--- config.mk ---
export PLATFORM = sky130hd
export DESIGN_NAME = compacting_item_list
export DESIGN_NICKNAME = d
export VERILOG_FILES = /design/src/rtl/cil_pkg.sv /design/src/rtl/cil_ram.sv /design/src/rtl/compacting_item_list.sv
export SDC_FILE = /design/constraint.sdc
export NUM_CORES = 1
export LEC_CHECK = 0
export ABC_CLOCK_PERIOD_IN_PS = 9500
export BUFFER_PORTS_ARGS = -buffer_cell sky130_fd_sc_hd__clkbuf_2
export CORE_MARGIN = 2
export CORE_UTILIZATION = 65
export DETAILED_ROUTE_END_ITERATION = 12
export MAX_ROUTING_LAYER = met4
export PLACE_DENSITY = 0.83
export SYNTH_ARGS = -nofsm -noshare
export SYNTH_HDL_FRONTEND = slang
export SYNTH_SLANG_ARGS = --single-unit
--- constraint.sdc ---
create_clock -name aclk -period 9.5 [get_ports aclk]
set_input_delay 0.475 -clock aclk [delete_from_list [all_inputs] [get_ports aclk]]
set_output_delay 0.475 -clock aclk [all_outputs]
set_load 0.005 [all_outputs]
--- src/rtl/cil_pkg.sv ---
// ----------------------------------------------------------------------------
// cil_pkg
// Shared sizes, field widths and operation codes of the compacting item list.
// ----------------------------------------------------------------------------
package cil_pkg;

    // list size and derived widths
    localparam int CAPACITY = 16;
    localparam int ADDR_W   = (CAPACITY > 1) ? $clog2(CAPACITY) : 1;
    localparam int CNT_W    = $clog2(CAPACITY + 1);

    // stream field widths
    localparam int OPCODE_W = 3;
    localparam int VALUE_W  = 32;
    localparam int DATA_W   = 32;
    localparam int COUNT_W  = 5;
    localparam int S_TDATA_W = 40;
    localparam int M_TDATA_W = 40;

    // operation codes
    typedef enum logic [OPCODE_W-1:0] {
        OP_APPEND = 3'd0,
        OP_FIRST  = 3'd1,
        OP_NEXT   = 3'd2,
        OP_FIND   = 3'd3,
        OP_REMOVE = 3'd4,
        OP_CLEAR  = 3'd5
    } op_t;

endpackage

--- src/rtl/cil_ram.sv ---
// ----------------------------------------------------------------------------
// cil_ram
// Simple dual-port RAM: one write port, one read port with registered data.
// ----------------------------------------------------------------------------
module cil_ram #(
    parameter int WIDTH = 32,
    parameter int DEPTH = 16
) (
    input  logic                                   aclk,
    input  logic                                   we,
    input  logic [((DEPTH > 1) ? $clog2(DEPTH) : 1)-1:0] waddr,
    input  logic [WIDTH-1:0]                       wdata,
    input  logic [((DEPTH > 1) ? $clog2(DEPTH) : 1)-1:0] raddr,
    output logic [WIDTH-1:0]                       rdata
);

    logic [WIDTH-1:0] mem [DEPTH];

    // write port and registered read
    always_ff @(posedge aclk) begin
        if (we) begin
            mem[waddr] <= wdata;
        end
        rdata <= mem[raddr];
    end

endmodule

--- src/rtl/compacting_item_list.sv ---
// ----------------------------------------------------------------------------
// compacting_item_list
// Bounded ordered list of words in a RAM with append, cursor reads, find,
// remove with shift-down compaction, and clear.
// ----------------------------------------------------------------------------
// Sequence: append, clear, failing first/next and unknown ops, and any op on
//   an empty list go straight to done; first/next pass a read state; find and
//   remove scan the single RAM read port one entry per cycle, then shift once
//   per later entry. Throughput: one item in flight at a time; the next
//   transfer is taken once the current item has reached the output register.
// Reset: entry count cleared, cursor set to no position; RAM is not cleared.
// ----------------------------------------------------------------------------
module compacting_item_list (
    input  logic                          aclk,
    input  logic                          aresetn,
    // slave: [2:0] opcode, [34:3] value, [39:35] zero
    input  logic                          s_tvalid,
    output logic                          s_tready,
    input  logic [cil_pkg::S_TDATA_W-1:0] s_tdata,
    // master: [0] ok, [32:1] data, [37:33] count, [39:38] zero
    output logic                          m_tvalid,
    input  logic                          m_tready,
    output logic [cil_pkg::M_TDATA_W-1:0] m_tdata
);
    import cil_pkg::*;

    typedef enum logic [2:0] {
        ST_IDLE,
        ST_READ,
        ST_SCAN,
        ST_SHIFT,
        ST_DONE
    } state_t;

    state_t               state_reg;
    logic [CNT_W-1:0]     count_reg;
    logic [CNT_W-1:0]     cur_reg;
    logic                 cur_valid_reg;
    logic [CNT_W-1:0]     idx_reg;
    logic                 remove_reg;
    logic [VALUE_W-1:0]   key_reg;
    logic                 res_ok_reg;
    logic [DATA_W-1:0]    res_data_reg;
    logic                 m_valid_reg;
    logic [M_TDATA_W-1:0] m_data_reg;

    // input decode
    logic               s_xfer;
    op_t                in_op;
    logic [VALUE_W-1:0] in_value;
    assign s_tready = (state_reg == ST_IDLE);
    assign s_xfer   = s_tvalid && s_tready;
    assign in_op    = op_t'(s_tdata[OPCODE_W-1:0]);
    assign in_value = s_tdata[OPCODE_W +: VALUE_W];

    // cursor and scan conditions
    logic             not_full;
    logic             not_empty;
    logic             next_ok;
    logic [CNT_W-1:0] next_pos;
    logic [CNT_W:0]   idx_p1;
    logic [CNT_W:0]   idx_p2;
    logic             more_after;
    logic             more_shift;
    logic             hit;
    logic             out_free;
    assign not_full   = (count_reg < CNT_W'(CAPACITY));
    assign not_empty  = (count_reg != '0);
    assign next_pos   = cur_valid_reg ? cur_reg + CNT_W'(1) : '0;
    assign next_ok    = not_empty && (!cur_valid_reg ||
                        ({1'b0, cur_reg} + (CNT_W+1)'(1) < {1'b0, count_reg}));
    assign idx_p1     = {1'b0, idx_reg} + (CNT_W+1)'(1);
    assign idx_p2     = {1'b0, idx_reg} + (CNT_W+1)'(2);
    assign more_after = (idx_p1 < {1'b0, count_reg});
    assign more_shift = (idx_p2 < {1'b0, count_reg});
    assign out_free   = !m_valid_reg || m_tready;

    // ram ports
    logic              ram_we;
    logic [ADDR_W-1:0] ram_waddr;
    logic [DATA_W-1:0] ram_wdata;
    logic [ADDR_W-1:0] ram_raddr;
    logic [DATA_W-1:0] ram_rdata;
    assign hit = (ram_rdata == key_reg);

    always_comb begin
        ram_we    = 1'b0;
        ram_waddr = count_reg[ADDR_W-1:0];
        ram_wdata = in_value;
        ram_raddr = '0;
        unique case (state_reg)
            ST_IDLE: begin
                ram_we    = s_xfer && (in_op == OP_APPEND) && not_full;
                ram_raddr = (in_op == OP_NEXT) ? next_pos[ADDR_W-1:0] : '0;
            end
            ST_SCAN: begin
                ram_raddr = idx_p1[ADDR_W-1:0];
            end
            ST_SHIFT: begin
                ram_we    = 1'b1;
                ram_waddr = idx_reg[ADDR_W-1:0];
                ram_wdata = ram_rdata;
                ram_raddr = idx_p2[ADDR_W-1:0];
            end
            default: begin
                ram_raddr = '0;
            end
        endcase
    end

    cil_ram #(
        .WIDTH (DATA_W),
        .DEPTH (CAPACITY)
    ) u_entries (
        .aclk  (aclk),
        .we    (ram_we),
        .waddr (ram_waddr),
        .wdata (ram_wdata),
        .raddr (ram_raddr),
        .rdata (ram_rdata)
    );

    // sequencer, list state and output register
    always_ff @(posedge aclk) begin
        if (!aresetn) begin
            state_reg     <= ST_IDLE;
            count_reg     <= '0;
            cur_valid_reg <= 1'b0;
            m_valid_reg   <= 1'b0;
        end else begin
            // output register empties on a transfer unless reloaded in done
            if (m_valid_reg && m_tready && (state_reg != ST_DONE)) begin
                m_valid_reg <= 1'b0;
            end
            unique case (state_reg)
                ST_IDLE: begin
                    if (s_xfer) begin
                        key_reg      <= in_value;
                        idx_reg      <= '0;
                        res_ok_reg   <= 1'b0;
                        res_data_reg <= '0;
                        remove_reg   <= (in_op == OP_REMOVE);
                        state_reg    <= ST_DONE;
                        unique case (in_op)
                            OP_APPEND: begin
                                if (not_full) begin
                                    count_reg  <= count_reg + CNT_W'(1);
                                    res_ok_reg <= 1'b1;
                                end
                            end
                            OP_FIRST: begin
                                if (not_empty) begin
                                    cur_reg       <= '0;
                                    cur_valid_reg <= 1'b1;
                                    state_reg     <= ST_READ;
                                end
                            end
                            OP_NEXT: begin
                                if (next_ok) begin
                                    cur_reg       <= next_pos;
                                    cur_valid_reg <= 1'b1;
                                    state_reg     <= ST_READ;
                                end
                            end
                            OP_FIND, OP_REMOVE: begin
                                if (not_empty) begin
                                    state_reg <= ST_SCAN;
                                end
                            end
                            OP_CLEAR: begin
                                res_ok_reg <= not_empty;
                                count_reg  <= '0;
                            end
                            default: begin
                                res_ok_reg <= 1'b0;
                            end
                        endcase
                    end
                end
                ST_READ: begin
                    res_ok_reg   <= 1'b1;
                    res_data_reg <= ram_rdata;
                    state_reg    <= ST_DONE;
                end
                ST_SCAN: begin
                    // compare the entry read last cycle with the key
                    if (hit) begin
                        res_ok_reg   <= 1'b1;
                        res_data_reg <= ram_rdata;
                        if (!remove_reg) begin
                            state_reg <= ST_DONE;
                        end else if (more_after) begin
                            state_reg <= ST_SHIFT;
                        end else begin
                            count_reg <= count_reg - CNT_W'(1);
                            state_reg <= ST_DONE;
                        end
                    end else if (more_after) begin
                        idx_reg <= idx_p1[CNT_W-1:0];
                    end else begin
                        state_reg <= ST_DONE;
                    end
                end
                ST_SHIFT: begin
                    // entry idx+1 written into idx, idx+2 read for next step
                    idx_reg <= idx_p1[CNT_W-1:0];
                    if (!more_shift) begin
                        count_reg <= count_reg - CNT_W'(1);
                        state_reg <= ST_DONE;
                    end
                end
                ST_DONE: begin
                    if (out_free) begin
                        m_valid_reg <= 1'b1;
                        m_data_reg  <= {(M_TDATA_W - 1 - DATA_W - COUNT_W)'(0),
                                        COUNT_W'(count_reg), res_data_reg, res_ok_reg};
                        state_reg   <= ST_IDLE;
                    end
                end
                default: begin
                    state_reg <= ST_IDLE;
                end
            endcase
        end
    end

    assign m_tvalid = m_valid_reg;
    assign m_tdata  = m_data_reg;

    // checks
    a_count_bound: assert property (@(posedge aclk) disable iff (!aresetn)
        count_reg <= CNT_W'(CAPACITY))
        else $error("entry count above capacity");

    a_cursor_bound: assert property (@(posedge aclk) disable iff (!aresetn)
        cur_valid_reg |-> (cur_reg < CNT_W'(CAPACITY)))
        else $error("cursor outside list storage");

    a_shift_in_range: assert property (@(posedge aclk) disable iff (!aresetn)
        (state_reg == ST_SHIFT) |-> more_after)
        else $error("shift step past last stored entry");

    a_done_loads: assert property (@(posedge aclk) disable iff (!aresetn)
        (state_reg == ST_DONE && out_free) |=> (m_valid_reg && state_reg == ST_IDLE))
        else $error("finished result not loaded into output register");

    a_scan_needs_entries: assert property (@(posedge aclk) disable iff (!aresetn)
        (state_reg == ST_SCAN) |-> not_empty)
        else $error("scan running on empty list");

endmodule

# Word-level counts from Yosys, hierarchy flattened
# Memories as Yosys holds them, arrays and structs flattened. A register that Yosys moved wholly into a read port is not among the register bits.
# Index checks and enable logic that the tools add are counted.
op_classes:
  add_sub_neg: 6
  magnitude_cmp: 4
  mux: 49
  n_eq_ne: 24
  n_reduce_logical: 25
op_table:
  columns: ["op", "count"]
  rows:
  - ["$mux 32", 3]
  - ["$pmux 32 s3", 1]
  - ["$mux 5", 12]
  - ["$eq 32x32->1", 1]
  - ["$mux 3", 10]
  - ["$pmux 5 s3", 2]
  - ["$pmux 5 s2", 2]
  - ["$lt 6x5->1", 3]
  - ["$ne 2x2->1 const B", 9]
  - ["$pmux 3 s5", 1]
  - ["$add 5x1->6 const B", 2]
  - ["$eq 3x2->1 const B", 4]
  - ["$pmux 4 s3", 1]
  - ["$add 5x1->5 const B", 2]
  - ["$mux 1", 10]
  - ["$reduce_and 5->1", 2]
  - ["$eq 3x3->1 const B", 3]
  - ["$ne 3x3->1 const B", 3]
  - ["$pmux 3 s3", 1]
  - ["$mux 4", 2]
  - ["$reduce_and 4->1", 2]
  - ["$reduce_and 8->1", 1]
  - ["$add 5x2->6 const B", 1]
  - ["$eq 3x1->1 const B", 2]
  - ["16 further kinds", 28]
word_totals:
  wordCells: 120
  in_bits: 44
  memories: 1
  ff_bits: 124
  mem_bits_rw: 512
  output_inout_bits: 42
memory_table:
  columns: ["memory", "words", "width", "read_ports", "rd_ports_with_merged_regs", "wr", "line", "rtl"]
  rows:
  - ["u_entries.mem", 16, 32, 1, 1, 1, "cil_ram.sv:17", "logic [WIDTH-1:0] mem [DEPTH];"]

# Depth between registers and ports, before layout
# Gate-level depths: netlist (run 1).
depth:
  depth_word: 8
  ltp_mapped: 10
  depth_no_buf: 10

# By module
# A second synthesis (run 1) with hierarchy kept.
hier_totals:
  cells_unflattened: 1291
  area_unflattened_um2: 25884.8
by_module_without_submodules:
  columns: ["module", "instances", "cells_per_inst", "area_each_um2", "seq_area_each_um2"]
  rows:
  - ["cil_ram", 1, 838, 19835.3, 16015.4]
  - ["compacting_item_list", 1, 453, 6049.6, 3623.5]

# Worst setup path after synthesis (run 1)
# OpenSTA, ideal clock, no wires.
synth_timing:
  path_kind: "reg-to-reg"
  start: "register key_reg[20]"
  end: "register res_data_reg[0], enable pin"
  setup_time_ns: 0.423
  arrival_time_ns: 2.821
  period_less_slack_ns: 3.244
  n_path_buf: 1
  slack_ns: 6.256
  required_ns: 9.077
  path_stages_with_launch: 8
  path_cell_list: "edfxtp_1 > xor2_1 > nor4_1 > nand4_1 > nor2_1 > clkbuf_1 > a2bb2oi_1 > nor2_1"
synth_via:
  elab_chain_cells: 3
synth_rtl:
  columns: ["item", "line", "rtl"]
  rows:
  - ["from (decl)", "compacting_item_list.sv:41", "logic [VALUE_W-1:0] key_reg;"]
  - ["from (signal assigned)", "compacting_item_list.sv:138", "key_reg <= in_value;"]
  - ["$eq 32x32->1", "compacting_item_list.sv:84", "assign hit = (ram_rdata == key_reg);"]
  - ["$ne 2x2->1 (no line)", null, null]
  - ["$reduce_and 4->1 (no line)", null, null]
  - ["to (signal assigned)", "compacting_item_list.sv:182", "res_data_reg <= ram_rdata;"]
  - ["to (signal assigned)", "compacting_item_list.sv:189", "res_data_reg <= ram_rdata;"]
  - ["to (decl)", "compacting_item_list.sv:43", "logic [DATA_W-1:0] res_data_reg;"]
# No other way between the ends.
# A chain may end at the register's enable or synchronous reset.

# Worst setup path in the final report (run 1)
layout_timing:
  start: "register state_reg[1]"
  end: "register u_entries.rdata[18], read port of u_entries.mem"
layout_via:
  elab_chain_cells: 2
  word_cells_on_any_way: 4
  classes_between: "eq/ne (2); mux (1); reduce/logical (1)"
layout_rtl:
  columns: ["item", "line", "rtl"]
  rows:
  - ["from (decl)", "compacting_item_list.sv:35", "state_t state_reg;"]
  - ["from (signal assigned)", "compacting_item_list.sv:126", "state_reg <= ST_IDLE;"]
  - ["from (signal assigned)", "compacting_item_list.sv:143", "state_reg <= ST_DONE;"]
  - ["from (signal assigned)", "compacting_item_list.sv:155", "state_reg <= ST_READ;"]
  - ["$eq 3x2->1 or $logic_not 3->1 (tied branches)", "compacting_item_list.sv:91", "unique case (state_reg)"]
  - ["$pmux 4 s3 *", "compacting_item_list.sv:91", null]
  - ["to (decl)", "cil_ram.sv:14", "output logic [WIDTH-1:0] rdata"]
# Mark *: on every way between the ends. The rest lies on a longest branch, timed or not.

==> run metrics, run 1 <==
status finished, final reports clean; Hold WC Path Type in -> reg; unrepaired setup endpoints after global routing no; Longest Clk Path Bufs 3; Ys Warns 0; worst rel slew slack between 20% and 30%; leakage roughly 11 nW; max reg flops between 500 and 600; WP data arrival 4.75 ns; Worst-Margin Slew 1.20 ns; GP Congestion 0.907; Ant. Diodes 0; CTS Hold Bufs 0; Max Fanout on Critical Path 108; Worst IR Drop VDD about 0.00013 V; CTS tree done; worst setup margin 5.24 ns; PortBufs 78; kind of critical path reg -> reg; vias around 17k; crit end category flop; async set or reset register ratio after synthesis 0%; critical-path cell list nor4b_1 > a211o_4 > buf_4 > nand2_1 > nand3_1 > o21ai_0 > o221ai_1; Row Count 74; Syn Inst Count just under 2k; f_max 235 MHz; pre-CTS setup slack 5.43 ns; clk sinks 668; Mapped Area roughly 27,000 sq um; fin crit share 44.8%; min cycle time layout 4.26 ns; nets a little over 2k; die span in y 208 microns; Avg Cell Area, Syn about 14 sq um; I/O pin total 86; CP max stage cell buf_4; number of CTS-inserted buffers between 60 and 70; Die Wd ~210 microns; first-pass GRT wire length 93,200 microns; final hold slack around 0.083 ns; Final Hold Fails 0; CP startpoint kind flop; drt first pass iters 7; clk_lat worst skew ~0.60 ns; Final Max Slew Viols 0; CTS clk-pin slew, worst paths ~0.060 ns; Max-Cap Viols 0; # setup viols final 0; drt drc 0; Post-Route WL around 63,000 microns; vias per inst about 6.4; initial antenna violation count 2; Final ANT Viol Nets 0; drt first-iter violations between 2k and 2.5k; total track usage 29.9%; CTS H-tree lvls 3; Initial Util between 60 and 70%; prevailing post-synth register cell edfxtp_1; Die Area 43,100 sq um; Yosys cell types between 60 and 70; DPL Wire Length approximately 33,000 microns; grt total ovfl 0; Data required, critical path about 10 ns; Fillers between 2k and 2.5k; Most flops, register u_entries.mem; leading cell type in the layout, fill and taps excluded edfxtp_1; Routed WL per cell approximately 24 microns; setup_tns 0 ns; Post-synth EDFFs 626; post-layout util approximately 74%; share of layout cells above drive strength 1 a little over an eighth; number of global-route vias before repair ~16k; Core Area about 41,000 sq um; Power Dens Cells slightly above 200 nW/um^2; CTS Root Cell clkbuf_16; critical path's largest stage delay 1.04 ns; CTS resizes 0; post-synthesis sequential area ratio between 70 and 80%; Post-CTS Setup Inserts 0; commonest cells after routing, fill and taps aside edfxtp_1 (626), nand2_1 (469), nand3_1 (107); post-synthesis register bit count 668; largest net degree at the start of global routing between 150 and 200; worst reg2reg setup slack about 5.2 ns; clk_skew roughly 0.031 ns; Layout area overhead 11.5%
## critical path: cells and delay by family (launching register included)
family	cells	cell delay (ns)
flops	1	0.79
simple gates	3	1.06
compound gates	3	1.17
buf+inv	1	1.04
## cells in the mapped netlist (18+ instances only)
cell	count	share of area, %
a32oi_1	36	1.2
and2_1	39	0.91
buf_2	42	0.78
clkbuf_1	55	0.77
dfxtp_1	42	3.1
edfxtp_1	626	70
ha_1	18	0.84
mux2_2	33	1.4
mux2i_1	99	3.7
nand2_1	470	6.5
nand3_1	108	2.0
nand3b_1	33	0.92
nor2_1	37	0.52
o21ai_0	70	1.3
o221ai_1	32	1.0
xor2_1	36	1.2
## kinds of logic (layout without fill, tap and decap cells)
logic type / after synthesis / in the layout / synth area share (%)
flops: 668 / 668 / 72.9
fa+ha+maj: 18 / 18 / 0.836
simple gates: 745 / 745 / 12.4
xor+xnor: 41 / 41 / 1.33
compound gates: 199 / 199 / 5.22
buf+inv: 125 / 239 / 2.23
other cells: 1 / 2 / 0.0139
mux: 132 / 132 / 5.06
## path summary, 6_finish.rpt
check	startpoint	endpoint	cells after the start
hold reg to reg	res_data_reg[27]	m_tdata[28]	0
setup / recovery	state_reg[1]	u_entries.rdata[18]	7
setup reg to reg	state_reg[1]	u_entries.rdata[18]	7
hold / removal	s_tdata[10]	key_reg[7]	1
## through the flow
| stage | total power, mW | instances | instance area [sq um] |
|---|---|---|---|
| after floorplan | 3.40 | 1930 | 26900 |
| after global placement | 3.45 | 2454 | 27800 |
| after detailed placement | 3.46 | 2454 | 27800 |
| after CTS | 6.06 | 2576 | 30000 |
| after global routing | 6.19 | 2576 | 30000 |
| final | 6.05 | 2576 | 30000 |
## where the power goes
| group | internal [mW] | switching (mW) | leakage, nW | total [mW] |
|---|---|---|---|---|
| registers | 3.24 | 0.0202 | 6.03 | 3.27 |
| logic | 0.0404 | 0.0953 | 3.58 | 0.136 |
| clock network | 1.56 | 1.09 | 1.06 | 2.65 |
## metal layers
layer  track usage, %  vias up  wire, microns
li1                 -     7260              -
met2             48.0     1093          30700
met4             14.3        0           2740
met5                -        -              0
met1             37.3     7998          22700
met3             5.16      199           6660
## area by class of cell
class                           count  area (sq um)  share of cell area, %
Clock buffer                       92          1840                   6.13
Clock inverter                     30           355                   1.18
Inverter                           13          48.8                  0.162
Multi-Input combinational cell   1137          6900                   23.0
Sequential cell                   668         19600                   65.4
Tap cell                          532           666                   2.22
Timing Repair Buffer              104           598                   1.99
No activity file was read; power rests on OpenSTA's default activity.
==> run 2: changes to the inputs <==
--- a/config.mk
+++ b/config.mk
@@ -5,13 +5,13 @@
 export SDC_FILE = /design/constraint.sdc
 export NUM_CORES = 1
 export LEC_CHECK = 0
-export ABC_CLOCK_PERIOD_IN_PS = 9500
+export ABC_CLOCK_PERIOD_IN_PS = 3500
 export BUFFER_PORTS_ARGS = -buffer_cell sky130_fd_sc_hd__clkbuf_2
 export CORE_MARGIN = 2
-export CORE_UTILIZATION = 65
+export CORE_UTILIZATION = 56
 export DETAILED_ROUTE_END_ITERATION = 12
 export MAX_ROUTING_LAYER = met4
-export PLACE_DENSITY = 0.83
+export PLACE_DENSITY = 0.76
 export SYNTH_ARGS = -nofsm -noshare
 export SYNTH_HDL_FRONTEND = slang
 export SYNTH_SLANG_ARGS = --single-unit
==> constraint.sdc (replaced) <==
create_clock -name aclk -period 3.5 [get_ports aclk]
set_input_delay 0.175 -clock aclk [delete_from_list [all_inputs] [get_ports aclk]]
set_output_delay 0.175 -clock aclk [all_outputs]
set_load 0.005 [all_outputs]
==> run metrics, run 2 (same netlist as run 1, synthesis figures left out) <==
clk sinks 668; Die Wd about 220 microns; area used by multi-input combinational logic between 6000 and 7000 sq um; met1 WL between 20,000 and 25,000 microns; worst reg2reg setup slack between 0.4 and 0.5 ns; worst rel slew slack between 20% and 30%; final hold slack 0.0350 ns; die span in y about 220 microns; Final Max Slew Viols 0; DR WL met3 between 5000 and 6000 microns; Worst IR Drop VDD about 0.00035 V; Hold WC Path Type in -> reg; crit end category flop; Core Area 47,600 sq um; Final ANT Viol Nets 0; Longest Clk Path Bufs 3; vias 16.3k; Initial Util between 50% and 60%; unrepaired setup endpoints after global routing no; CP startpoint kind flop; setup_tns 0 ns; CTS tree done; max reg flops between 500 and 600; clk_skew approximately 0.025 ns; Post-Route WL slightly above 60,000 microns; Worst-Margin Slew between 1 and 1.5 ns; top sig layer met4; Max-Cap Viols 0; Routed WL per cell 22.8 microns; CTS Root Cell clkbuf_16; drt first pass iters 6; CTS clk-pin slew, worst paths approximately 0.060 ns; PortBufs 78; f_max 326 MHz; nets around 2.1k; Data required, critical path roughly 4 ns; Die Area between 40,000 and 50,000 sq um; flip-flop and latch area between 15,000 and 20,000 sq um; worst setup margin 0.433 ns; # setup viols final 0; Most flops, register u_entries.mem; clk_lat worst skew 0.60 ns; final std cells w/o fill about 2.7k; leakage about 11 nW; commonest cells after routing, fill and taps aside edfxtp_1 (626), nand2_1 (469), nand3_1 (107); number of global-route vias before repair ~16k; Row Count 80; drt first-iter violations between 1.5k and 2k; total track usage approximately a quarter; CTS H-tree lvls 3; Power Dens Cells ~530 nW/um^2; leading cell type in the layout, fill and taps excluded edfxtp_1; Max Fanout on Critical Path 64; initial antenna violation count 4; Final Hold Fails 0; Layout area overhead 14.6%; pre-CTS setup slack 0.530 ns; WP data arrival around 3.5 ns; kind of critical path reg -> reg; largest net degree at the start of global routing 95; DPL Wire Length 34,200 microns; Fillers 3,233; drt drc 0; number of CTS-inserted buffers 67; met2 routed WL about 30,000 microns; vias per inst between 5 and 6; fin crit share 87.6%; share of layout cells above drive strength 1 around 14%; first-pass GRT wire length a little over 90,000 microns; min cycle time layout roughly 3.1 ns; placed cells 2,564; status finished, final reports clean; I/O pin total 86; grt total ovfl 0; GP Congestion roughly 0.87; Ant. Diodes 0
## run 2: cell type report
class	count	share of cell area (%)
Sequential cell	668	63.6
Clock buffer	84	5.94
Timing Repair Buffer	164	4.35
Tap cell	615	2.49
Clock inverter	38	1.07
Inverter	13	0.158
Multi-Input combinational cell	1137	22.3
## run 2: worst paths after layout
| check | cells after the start | start | to |
|---|---|---|---|
| hold reg to reg | 0 | res_data_reg[27] | m_tdata[28] |
| hold / removal | 2 | s_tdata[1] | remove_reg |
| setup / recovery | 7 | idx_reg[0] | u_entries.rdata[9] |
| setup reg to reg | 7 | idx_reg[0] | u_entries.rdata[9] |
## run 2: routing by layer
metal	global-route usage, %	vias to the layer above
li1	-	7382
met1	33.7	8024
met2	40.7	759
met3	4.89	114
met4	9.10	0
met5	-	-
## run 2: power by group
group | switching (mW) | internal, mW
Clock | 2.91 | 4.10
Combinational | 0.270 | 0.141
Sequential | 0.0460 | 8.81
## run 2: critical path: stages (launching register included)
cell and delay (ns):
edfxtp_1 0.54, and4b_1 0.39, a211oi_4 0.73, buf_12 0.40, mux2i_1 0.25, mux2i_1 0.10
a32oi_1 0.29, o221ai_1 0.17
## run 2: metrics by stage
stage | cell area [sq um] | utilization, % | total power, mW
finish | 30900 | 64.8 | 16.3
global route | 30900 | 64.8 | 16.7
CTS | 30900 | 64.8 | 16.4
detailed placement | 28400 | 59.5 | 9.40
global placement | 28400 | 59.5 | 9.38
floorplan | 26900 | - | 9.23
## run 2: repair_timing
item / CTS / global route
endpoints found under the hold margin: 34 / 0
resized for setup: 0 / 0
hold buffers: 33 / 0
setup buffers: 0 / 0
